$ cat src/design/srt_pkg.sv
// Package for the single request tracker: command and event codes,
// register indexes and the structs passed between the tracker modules.
// No dependencies.
package srt_pkg;

	// Command codes carried in the cmd field of an input item.
	localparam logic [2:0] CMD_TICK     = 3'd0;
	localparam logic [2:0] CMD_START    = 3'd1;
	localparam logic [2:0] CMD_COMPLETE = 3'd2;
	localparam logic [2:0] CMD_CANCEL   = 3'd3;
	localparam logic [2:0] CMD_TAKE     = 3'd4;

	// Event kinds kept in the mailbox.
	localparam logic [1:0] KIND_TIMED_OUT = 2'd0;
	localparam logic [1:0] KIND_REJECTED  = 2'd1;
	localparam logic [1:0] KIND_COMPLETED = 2'd2;
	localparam logic [1:0] KIND_CANCELLED = 2'd3;

	// Configuration register indexes.
	localparam int unsigned CFG_ADDR_W = 2;
	localparam logic [CFG_ADDR_W-1:0] REG_TIMEOUT_MS   = 2'd0;
	localparam logic [CFG_ADDR_W-1:0] REG_MAX_ACTION   = 2'd1;
	localparam logic [CFG_ADDR_W-1:0] REG_PLAIN_ACTION = 2'd2;

	localparam int unsigned CFG_DATA_W = 32;
	localparam int unsigned TIME_W     = 32;
	localparam int unsigned ACTION_W   = 8;

	// Configuration register contents.
	typedef struct packed {
		logic [TIME_W-1:0]   timeout_ms;
		logic [ACTION_W-1:0] max_action;
		logic [ACTION_W-1:0] plain_action;
	} cfg_t;

	// Input item fields other than the request identifier.
	typedef struct packed {
		logic [2:0]          cmd;
		logic [TIME_W-1:0]   now_time;
		logic                reply_present;
		logic [ACTION_W-1:0] reply_action;
	} item_t;

	// Result fields other than the event identifier.
	typedef struct packed {
		logic                accepted;
		logic                busy_res;
		logic                event_valid;
		logic [1:0]          event_kind;
		logic [ACTION_W-1:0] event_action;
	} res_t;

	// Tracker status seen by the top level.
	typedef struct packed {
		logic active;
		logic pending;
	} status_t;

endpackage

$ cat src/design/srt_engine.sv
// Tracker state and the per-item decision logic of the request tracker.
// Computes one result per accepted item and updates the state at the same edge.
// Depends on srt_pkg.
module srt_engine #(
	parameter int unsigned ID_WIDTH = 32
) (
	input  logic                clk,
	input  logic                arst_n,
	input  logic                fire,
	input  srt_pkg::item_t      item,
	input  logic [ID_WIDTH-1:0] req_id,
	input  srt_pkg::cfg_t       cfg,
	output srt_pkg::res_t       res,
	output logic [ID_WIDTH-1:0] res_req_id,
	output srt_pkg::status_t    status
);

	logic                        active_q;
	logic [ID_WIDTH-1:0]         active_req_q;
	logic [ID_WIDTH-1:0]         last_req_q;
	logic [srt_pkg::TIME_W-1:0]  start_time_q;
	logic                        pending_q;
	logic [1:0]                  stored_kind_q;
	logic [ID_WIDTH-1:0]         stored_req_q;
	logic [srt_pkg::ACTION_W-1:0] stored_action_q;

	logic                        active_d;
	logic [ID_WIDTH-1:0]         active_req_d;
	logic [ID_WIDTH-1:0]         last_req_d;
	logic [srt_pkg::TIME_W-1:0]  start_time_d;
	logic                        pending_d;
	logic [1:0]                  stored_kind_d;
	logic [ID_WIDTH-1:0]         stored_req_d;
	logic [srt_pkg::ACTION_W-1:0] stored_action_d;

	logic [srt_pkg::TIME_W-1:0]  elapsed;
	logic                        timed_out;
	logic                        live;
	logic                        id_match;
	logic                        reply_ok;

	// Wrap-safe timeout test against the start time.
	assign elapsed   = item.now_time - start_time_q;
	assign timed_out = active_q && (elapsed >= cfg.timeout_ms);
	// A complete first applies the timeout, then matches against what is left.
	assign live      = active_q && !timed_out;
	assign id_match  = (req_id == active_req_q);
	assign reply_ok  = item.reply_present && (item.reply_action <= cfg.max_action);

	// Next state and result for the current item.
	always_comb begin
		active_d        = active_q;
		active_req_d    = active_req_q;
		last_req_d      = last_req_q;
		start_time_d    = start_time_q;
		pending_d       = pending_q;
		stored_kind_d   = stored_kind_q;
		stored_req_d    = stored_req_q;
		stored_action_d = stored_action_q;
		res             = '0;
		res_req_id      = '0;

		case (item.cmd)
			srt_pkg::CMD_TICK: begin
				if (timed_out) begin
					active_d        = 1'b0;
					pending_d       = 1'b1;
					stored_kind_d   = srt_pkg::KIND_TIMED_OUT;
					stored_req_d    = active_req_q;
					stored_action_d = cfg.plain_action;
					res.accepted    = 1'b1;
				end
			end
			srt_pkg::CMD_START: begin
				if ((req_id != '0) && !active_q && !pending_q && (req_id > last_req_q)) begin
					active_d     = 1'b1;
					active_req_d = req_id;
					last_req_d   = req_id;
					start_time_d = item.now_time;
					res.accepted = 1'b1;
				end
			end
			srt_pkg::CMD_COMPLETE: begin
				if (timed_out) begin
					active_d        = 1'b0;
					pending_d       = 1'b1;
					stored_kind_d   = srt_pkg::KIND_TIMED_OUT;
					stored_req_d    = active_req_q;
					stored_action_d = cfg.plain_action;
				end else if (live && id_match) begin
					active_d     = 1'b0;
					pending_d    = 1'b1;
					stored_req_d = req_id;
					res.accepted = 1'b1;
					if (reply_ok) begin
						stored_kind_d   = srt_pkg::KIND_COMPLETED;
						stored_action_d = item.reply_action;
					end else begin
						stored_kind_d   = srt_pkg::KIND_REJECTED;
						stored_action_d = cfg.plain_action;
					end
				end
			end
			srt_pkg::CMD_CANCEL: begin
				if (active_q && id_match) begin
					active_d        = 1'b0;
					pending_d       = 1'b1;
					stored_kind_d   = srt_pkg::KIND_CANCELLED;
					stored_req_d    = req_id;
					stored_action_d = cfg.plain_action;
					res.accepted    = 1'b1;
				end
			end
			srt_pkg::CMD_TAKE: begin
				if (pending_q) begin
					pending_d        = 1'b0;
					res.accepted     = 1'b1;
					res.event_valid  = 1'b1;
					res.event_kind   = stored_kind_q;
					res.event_action = stored_action_q;
					res_req_id       = stored_req_q;
				end
			end
			default: begin
			end
		endcase

		res.busy_res = active_d;
	end

	// State registers, updated only on an accepted item.
	always_ff @(posedge clk or negedge arst_n) begin
		if (!arst_n) begin
			active_q        <= 1'b0;
			active_req_q    <= '0;
			last_req_q      <= '0;
			start_time_q    <= '0;
			pending_q       <= 1'b0;
			stored_kind_q   <= '0;
			stored_req_q    <= '0;
			stored_action_q <= '0;
		end else if (fire) begin
			active_q        <= active_d;
			active_req_q    <= active_req_d;
			last_req_q      <= last_req_d;
			start_time_q    <= start_time_d;
			pending_q       <= pending_d;
			stored_kind_q   <= stored_kind_d;
			stored_req_q    <= stored_req_d;
			stored_action_q <= stored_action_d;
		end
	end

	assign status.active  = active_q;
	assign status.pending = pending_q;

endmodule

$ cat src/design/single_request_tracker_with_timeout.sv
// Single request tracker with timeout: top level with stream ports.
// Results are held in the result register, entering the skid register first while a
// result is stalled. Throughput: one item per cycle while the skid register is empty;
// this two-entry output stage keeps the slave side open for one item during a stall.
// Reset: arst_n clears the tracker state and both output entries and loads the
// register reset values (timeout 30000 ms, actions 0). Depends on srt_pkg, srt_engine.
module single_request_tracker_with_timeout #(
	parameter int unsigned ID_WIDTH = 32
) (
	input  logic                            clk,
	input  logic                            arst_n,
	// Configuration write port.
	input  logic                            cfg_we,
	input  logic [srt_pkg::CFG_ADDR_W-1:0]  cfg_addr,
	input  logic [srt_pkg::CFG_DATA_W-1:0]  cfg_data,
	// Slave side.
	input  logic                            s_tvalid,
	output logic                            s_tready,
	// s_tdata from bit 0: cmd, req_id, now_time, reply_present, reply_action, zero pad
	input  logic [((3+ID_WIDTH+srt_pkg::TIME_W+1+srt_pkg::ACTION_W+7)/8)*8-1:0] s_tdata,
	// Master side.
	output logic                            m_tvalid,
	input  logic                            m_tready,
	// m_tdata from bit 0: accepted, busy_res, event_valid, event_kind, event_req_id,
	// event_action, zero pad
	output logic [((5+ID_WIDTH+srt_pkg::ACTION_W+7)/8)*8-1:0] m_tdata
);

	localparam int unsigned ID_LO   = 3;
	localparam int unsigned TIME_LO = ID_LO + ID_WIDTH;
	localparam int unsigned RP_BIT  = TIME_LO + srt_pkg::TIME_W;
	localparam int unsigned RA_LO   = RP_BIT + 1;
	localparam int unsigned RES_W   = 5 + ID_WIDTH + srt_pkg::ACTION_W;

	srt_pkg::cfg_t         cfg_q;
	srt_pkg::item_t        item;
	logic [ID_WIDTH-1:0]   req_id;
	srt_pkg::res_t         res;
	logic [ID_WIDTH-1:0]   res_req_id;
	srt_pkg::status_t      status;
	logic                  in_fire;
	logic [RES_W-1:0]      res_vec;
	logic [RES_W-1:0]      out_data_q;
	logic [RES_W-1:0]      skid_data_q;
	logic                  out_valid_q;
	logic                  skid_valid_q;
	logic                  out_free;

	// Configuration registers.
	always_ff @(posedge clk or negedge arst_n) begin
		if (!arst_n) begin
			cfg_q.timeout_ms   <= srt_pkg::TIME_W'(30000);
			cfg_q.max_action   <= '0;
			cfg_q.plain_action <= '0;
		end else if (cfg_we) begin
			case (cfg_addr)
				srt_pkg::REG_TIMEOUT_MS:   cfg_q.timeout_ms   <= cfg_data;
				srt_pkg::REG_MAX_ACTION:   cfg_q.max_action   <= cfg_data[srt_pkg::ACTION_W-1:0];
				srt_pkg::REG_PLAIN_ACTION: cfg_q.plain_action <= cfg_data[srt_pkg::ACTION_W-1:0];
				default: begin
				end
			endcase
		end
	end

	// Unpack the input item.
	assign item.cmd           = s_tdata[2:0];
	assign req_id             = s_tdata[ID_LO +: ID_WIDTH];
	assign item.now_time      = s_tdata[TIME_LO +: srt_pkg::TIME_W];
	assign item.reply_present = s_tdata[RP_BIT];
	assign item.reply_action  = s_tdata[RA_LO +: srt_pkg::ACTION_W];

	assign s_tready = !skid_valid_q;
	assign in_fire  = s_tvalid && s_tready;

	srt_engine #(
		.ID_WIDTH(ID_WIDTH)
	) u_engine (
		.clk       (clk),
		.arst_n    (arst_n),
		.fire      (in_fire),
		.item      (item),
		.req_id    (req_id),
		.cfg       (cfg_q),
		.res       (res),
		.res_req_id(res_req_id),
		.status    (status)
	);

	// Pack the result in port order.
	assign res_vec = {res.event_action, res_req_id, res.event_kind,
		res.event_valid, res.busy_res, res.accepted};

	// The result register can take a new entry when empty or being drained.
	assign out_free = m_tready || !out_valid_q;

	// Occupancy of the result register and the skid register.
	always_ff @(posedge clk or negedge arst_n) begin
		if (!arst_n) begin
			out_valid_q  <= 1'b0;
			skid_valid_q <= 1'b0;
		end else if (out_free) begin
			if (skid_valid_q) begin
				out_valid_q  <= 1'b1;
				skid_valid_q <= 1'b0;
			end else begin
				out_valid_q <= in_fire;
			end
		end else if (in_fire) begin
			skid_valid_q <= 1'b1;
		end
	end

	// Result payload moves without reset.
	always_ff @(posedge clk) begin
		if (out_free) begin
			if (skid_valid_q) begin
				out_data_q <= skid_data_q;
			end else if (in_fire) begin
				out_data_q <= res_vec;
			end
		end else if (in_fire) begin
			skid_data_q <= res_vec;
		end
	end

	assign m_tvalid = out_valid_q;

	always_comb begin
		m_tdata           = '0;
		m_tdata[RES_W-1:0] = out_data_q;
	end

`ifndef ASSERT_OFF
	// The skid register only fills behind a waiting result.
	a_skid_behind_out: assert property (@(posedge clk) disable iff (!arst_n)
		skid_valid_q |-> out_valid_q)
		else $error("skid entry held while result register is empty");

	// An accepted start leaves a request active.
	a_start_sets_active: assert property (@(posedge clk) disable iff (!arst_n)
		(in_fire && item.cmd == srt_pkg::CMD_START && res.accepted) |=> status.active)
		else $error("accepted start did not activate the tracker");

	// A taken event empties the mailbox.
	a_take_drains: assert property (@(posedge clk) disable iff (!arst_n)
		(in_fire && item.cmd == srt_pkg::CMD_TAKE && res.event_valid) |=> !status.pending)
		else $error("mailbox still pending after an event was taken");

	// An event can only be taken from a full mailbox.
	a_take_needs_pending: assert property (@(posedge clk) disable iff (!arst_n)
		(in_fire && res.event_valid) |-> status.pending)
		else $error("event reported with an empty mailbox");
`endif

endmodule

$ cat config.mk
export PLATFORM = sky130hd
export DESIGN_NAME = single_request_tracker_with_timeout
export DESIGN_NICKNAME = d
export VERILOG_FILES = /design/src/design/srt_pkg.sv /design/src/design/srt_engine.sv /design/src/design/single_request_tracker_with_timeout.sv
export SDC_FILE = /design/constraint.sdc
export NUM_CORES = 1
export LEC_CHECK = 0
export ABC_CLOCK_PERIOD_IN_PS = 5500
export CORE_MARGIN = 10
export CORE_UTILIZATION = 45
export CTS_BUF_LIST = sky130_fd_sc_hd__clkbuf_16
export DETAILED_ROUTE_END_ITERATION = 6
export DONT_BUFFER_PORTS = 1
export PLACE_DENSITY = 0.63
export SLEW_MARGIN = 20
export SYNTH_ARGS = -nofsm -noshare
export SYNTH_HDL_FRONTEND = slang
export SYNTH_SLANG_ARGS = --single-unit
$ cat constraint.sdc
create_clock -name clk -period 5.5 [get_ports clk]
set_input_delay 0.55 -clock clk [delete_from_list [all_inputs] [get_ports clk]]
set_output_delay 0.55 -clock clk [all_outputs]
set_load 0.02 [all_outputs]
==> flow_summary.toml <==
[yosys]
synth_area_leaders = "dfrtp_1 (28%), edfxtp_1 (20%), ha_1 (9.7%), mux2_2 (6.5%), mux2_1 (4.1%)"
synth-seq-cells = 248
yosysSeqAreaShare_pct = 50.02
synth_area_um2 = 13330
syn_area_per_cell_um2 = 11.24
netlist.area_leader.share_pct = 28.36
yosysUniqueCellTypes = 60
synth_flop_cell = "dfrtp_1"
synthTopCellsByCount = "dfrtp_1 (151), inv_1 (116), ha_1 (103)"
synth_cells = 1186
synth_warnings = 0
synth_edf_count = 90
yosysMostFrequentCell = "dfrtp_1"
synth_top_cell_by_area = "dfrtp_1"
async_flop_share_pct = 63.71

[drt]
detail-route-antenna-nets = 0
dr.first_iter.drc_count = 366
avgViaCountPerCell = 5.240
post_drt_wl_per_cell_um = 17.68
drt_wl_total_um = 28350
drcViolationCount = 0
vias = 8400
drt_first_pass_iters = 4

[floorplanning]
initial_core_util_pct = 46.05
core_um2 = 28940
row_count = 62
ios = 169
die_area_um2 = 36890
die_h_um = 192.1
dieWidth_um = 192.1

[sta]
slew_headroom_pct = 44.85
fin_crit_ns = 5.145
fin_crit_sh_pct = 93.55
worst_slack_ns = 0.3550
clock.fmax_mhz = 194.4
fin_tns_setup_ns = 0
finalClockSkew_ns = 0.01907
setup_violations = 0
drv_slew = 0
final_hold_viol_count = 1
rsz0062_at_grt = "no"
tightest_slew_ns = 0.8273
fin_hold_ws_ns = -0.004539

[pwr]
power_frac_comb_pct = 26.8
clock_power_share_pct = 32.3
p_int_w = 0.004111
powerDensity_nw_per_um2 = 398.1
p_sw_w = 0.001813
ir_drop_v = 0.0002932
swShare_pct = 30.61
p_leak_nw = 6.612
seq_power_share_pct = 40.9

[setup_path]
critPathSlowestCell = "fa_1"
critPathBufInv = 3
cp-start-kind = "flop"
cp_top_family = "compound AO/OA/AOI/OAI gates"
r2r_slack_ns = 0.35
rr_endpoint = "u_engine.stored_kind_q[0]$_DFFE_PN0P_"
crit_chain = "ha_1, inv_1, fa_1, a21o_1, a311o_1, a211oi_2, a31oi_1, nand4_1, a31oi_1, a31o_1, a21oi_1, xnor2_1, ha_1, nand4_1, a2111oi_1, buf_4, a21oi_2, o21ai_1, o2111ai_4, buf_4, o31ai_1"
cp-end-kind = "flop"
cp-startpoint = "u_engine.start_time_q[0]$_DFFE_PN0P_"
criticalPathCategory = "reg2reg"
r2r_start = "u_engine.start_time_q[0]$_DFFE_PN0P_"
endpoint = "u_engine.stored_kind_q[0]$_DFFE_PN0P_"
required_ns = 5.97
worstRegToRegCells = 21
cpPeakStageDelay_ns = 0.41
cp_max_fo = 21
crit_arrival_ns = 5.62
crit_cells = 21

[cells_and_area]
fin_util_pct = 51.44
drive_gt1_share_pct = 13.70
layout.nets = 1420
synthToLayoutAreaGrowth_pct = 11.69
diodes = 0

[placed_design]
gp_congestion = 0.8041
dp_hpwl_um = 20750
place_ws_ns = -0.08306
port_buffers = 0

[global_routing]
grt_pass1_wl_um = 45440
grt_pass1_vias = 8391
grt_max_degree = 159
grt_overflow_total = 0
grt_usage_pct = 15.25
antenna_found_initial = 1

[clock_tree]
cts_buffers = 28
clk_path_buf_depth = 3
cts_sinks = 248
clock_latency_ns = 0.56
root_buffer = "clkbuf_16"
clk_pin_slew_ns = 0.06
cts_tree = "yes"
h-tree-depth = 1
post_cts_buffers = 0

[flow_run]
cap_viol_max_count = 0

[status]
run_status = "complete, but fails checks"
failed_checks = "negative hold slack"

[hold_path]
hp-class = "in2async"
## flip-flops by register name (all words and copies together), names as in the netlist
register	count
skid_data_q	45
u_engine.stored_req_q	32
out_data_q	45
m_tvalid	1
cfg_q	48
skid_valid_q	1
u_engine.active_q	1
u_engine.active_req_q	32
u_engine.start_time_q	32
u_engine.stored_kind_q	2
u_engine.pending_q	1
u_engine.stored_action_q	8
## stage by stage
stage / area, um2 / instances / total power, W
finish: 14880 / 1603 / 0.005924
global route: 14880 / 1603 / 0.006355
CTS: 14880 / 1603 / 0.006012
detailed placement: 13890 / 1550 / 0.004037
global placement: 13890 / 1550 / 0.003986
floorplan: 13330 / 1188 / 0.003662
## power groups by stage
stage / Clock, W / Sequential [W] / Combinational (W)
floorplan: 0 / 0.00241 / 0.00125
global placement: 0 / 0.00245 / 0.00154
detailed placement: 0 / 0.00246 / 0.00157
CTS: 0.00197 / 0.00243 / 0.00161
global route: 0.00204 / 0.00246 / 0.00185
finish: 0.00191 / 0.00242 / 0.00159
## worst reg2reg max path, stage by stage (launching register included)
cell and delay (ns):
dfrtp_1 0.34, ha_1 0.18, inv_1 0.07, fa_1 0.41, a21o_1 0.19, a311o_1 0.38
a211oi_2 0.31, a31oi_1 0.22, nand4_1 0.19, a31oi_1 0.15, a31o_1 0.25, a21oi_1 0.16
xnor2_1 0.10, ha_1 0.28, nand4_1 0.13, a2111oi_1 0.41, buf_4 0.19, a21oi_2 0.09
o21ai_1 0.27, o2111ai_4 0.24, buf_4 0.27, o31ai_1 0.24
## cell usage in the layout, fill, tap and decap left out, types with 8 or more instances in the layout
master	synthesis	final
o21a_1	10	9
nand4_1	19	19
mux2_1	49	49
nand2_1	101	101
and2_1	46	45
clkbuf_16	0	28
o21ai_1	12	12
edfxtp_1	90	90
mux2_2	77	77
nor2b_1	10	10
xnor2_1	17	17
nand2b_1	10	10
mux2i_1	39	39
inv_1	116	117
ha_1	103	103
a21o_1	30	30
buf_4	3	13
nor4_1	9	8
dfrtp_1	151	151
nand3_1	8	8
a21oi_1	53	52
o21ai_0	88	88
xor2_1	11	11
nor2_1	26	25
## cells by family (layout without fill, tap and decap cells)
kind of cell / Yosys count / count (layout) / synth area share (%)
xor gates and xnor gates: 28 / 28 / 1.840
AOI/OAI and AO/OA: 232 / 232 / 10.58
and+or+nand+nor: 251 / 251 / 9.465
other: 1 / 3 / 0.02814
buffers and inverters: 157 / 188 / 4.667
DFF: 248 / 248 / 50.02
adders and majority gates: 104 / 104 / 9.822
muxes: 165 / 165 / 13.58
## worst min-delay path by stage
stage | from | to | slack [ns] | depth (start not counted)
2_1_floorplan | arst_n | cfg_q[0]$_DFFE_PN0P_ | 0.25 | 0
3_3_place_gp | arst_n | u_engine.start_time_q[19]$_DFFE_PN0P_ | 0.26 | 0
3_5_place_dp | arst_n | u_engine.start_time_q[20]$_DFFE_PN0P_ | 0.26 | 0
4_1_cts | arst_n | u_engine.start_time_q[19]$_DFFE_PN0P_ | 0.06 | 1
5_1_grt | arst_n | u_engine.start_time_q[20]$_DFFE_PN0P_ | 0.06 | 1
6_report | arst_n | u_engine.start_time_q[20]$_DFFE_PN0P_ | -0.005 | 1
## area by class of cell
class	instances	area (um2)
Clock buffer	28	700.7
Multi-Input combinational cell	783	6097
Fill cell	2567	14050
Timing Repair Buffer	20	245.2
Sequential cell	248	6665
Tap cell	384	480.5
Inverter	116	435.4
Clock inverter	24	259.0
## layer usage
| metal | vias up | share of wire, % | GRT usage (%) |
|---|---|---|---|
| li1 | 4224 | - | - |
| met3 | 33 | 7.6 | 5.205 |
| met4 | 0 | 1.9 | 3.131 |
| met1 | 4002 | 44 | 19.07 |
| met5 | - | 0 | 0 |
| met2 | 141 | 47 | 25.14 |
## what timing repair did
| action | CTS | global route |
|---|---|---|
| resized for setup | 0 | 2 |
| endpoints found under the hold margin | 158 | 0 |
| endpoints found under the setup margin | 0 | 45 |
| hold buffers | 1 | 0 |
(Power assumes the default switching activity.)
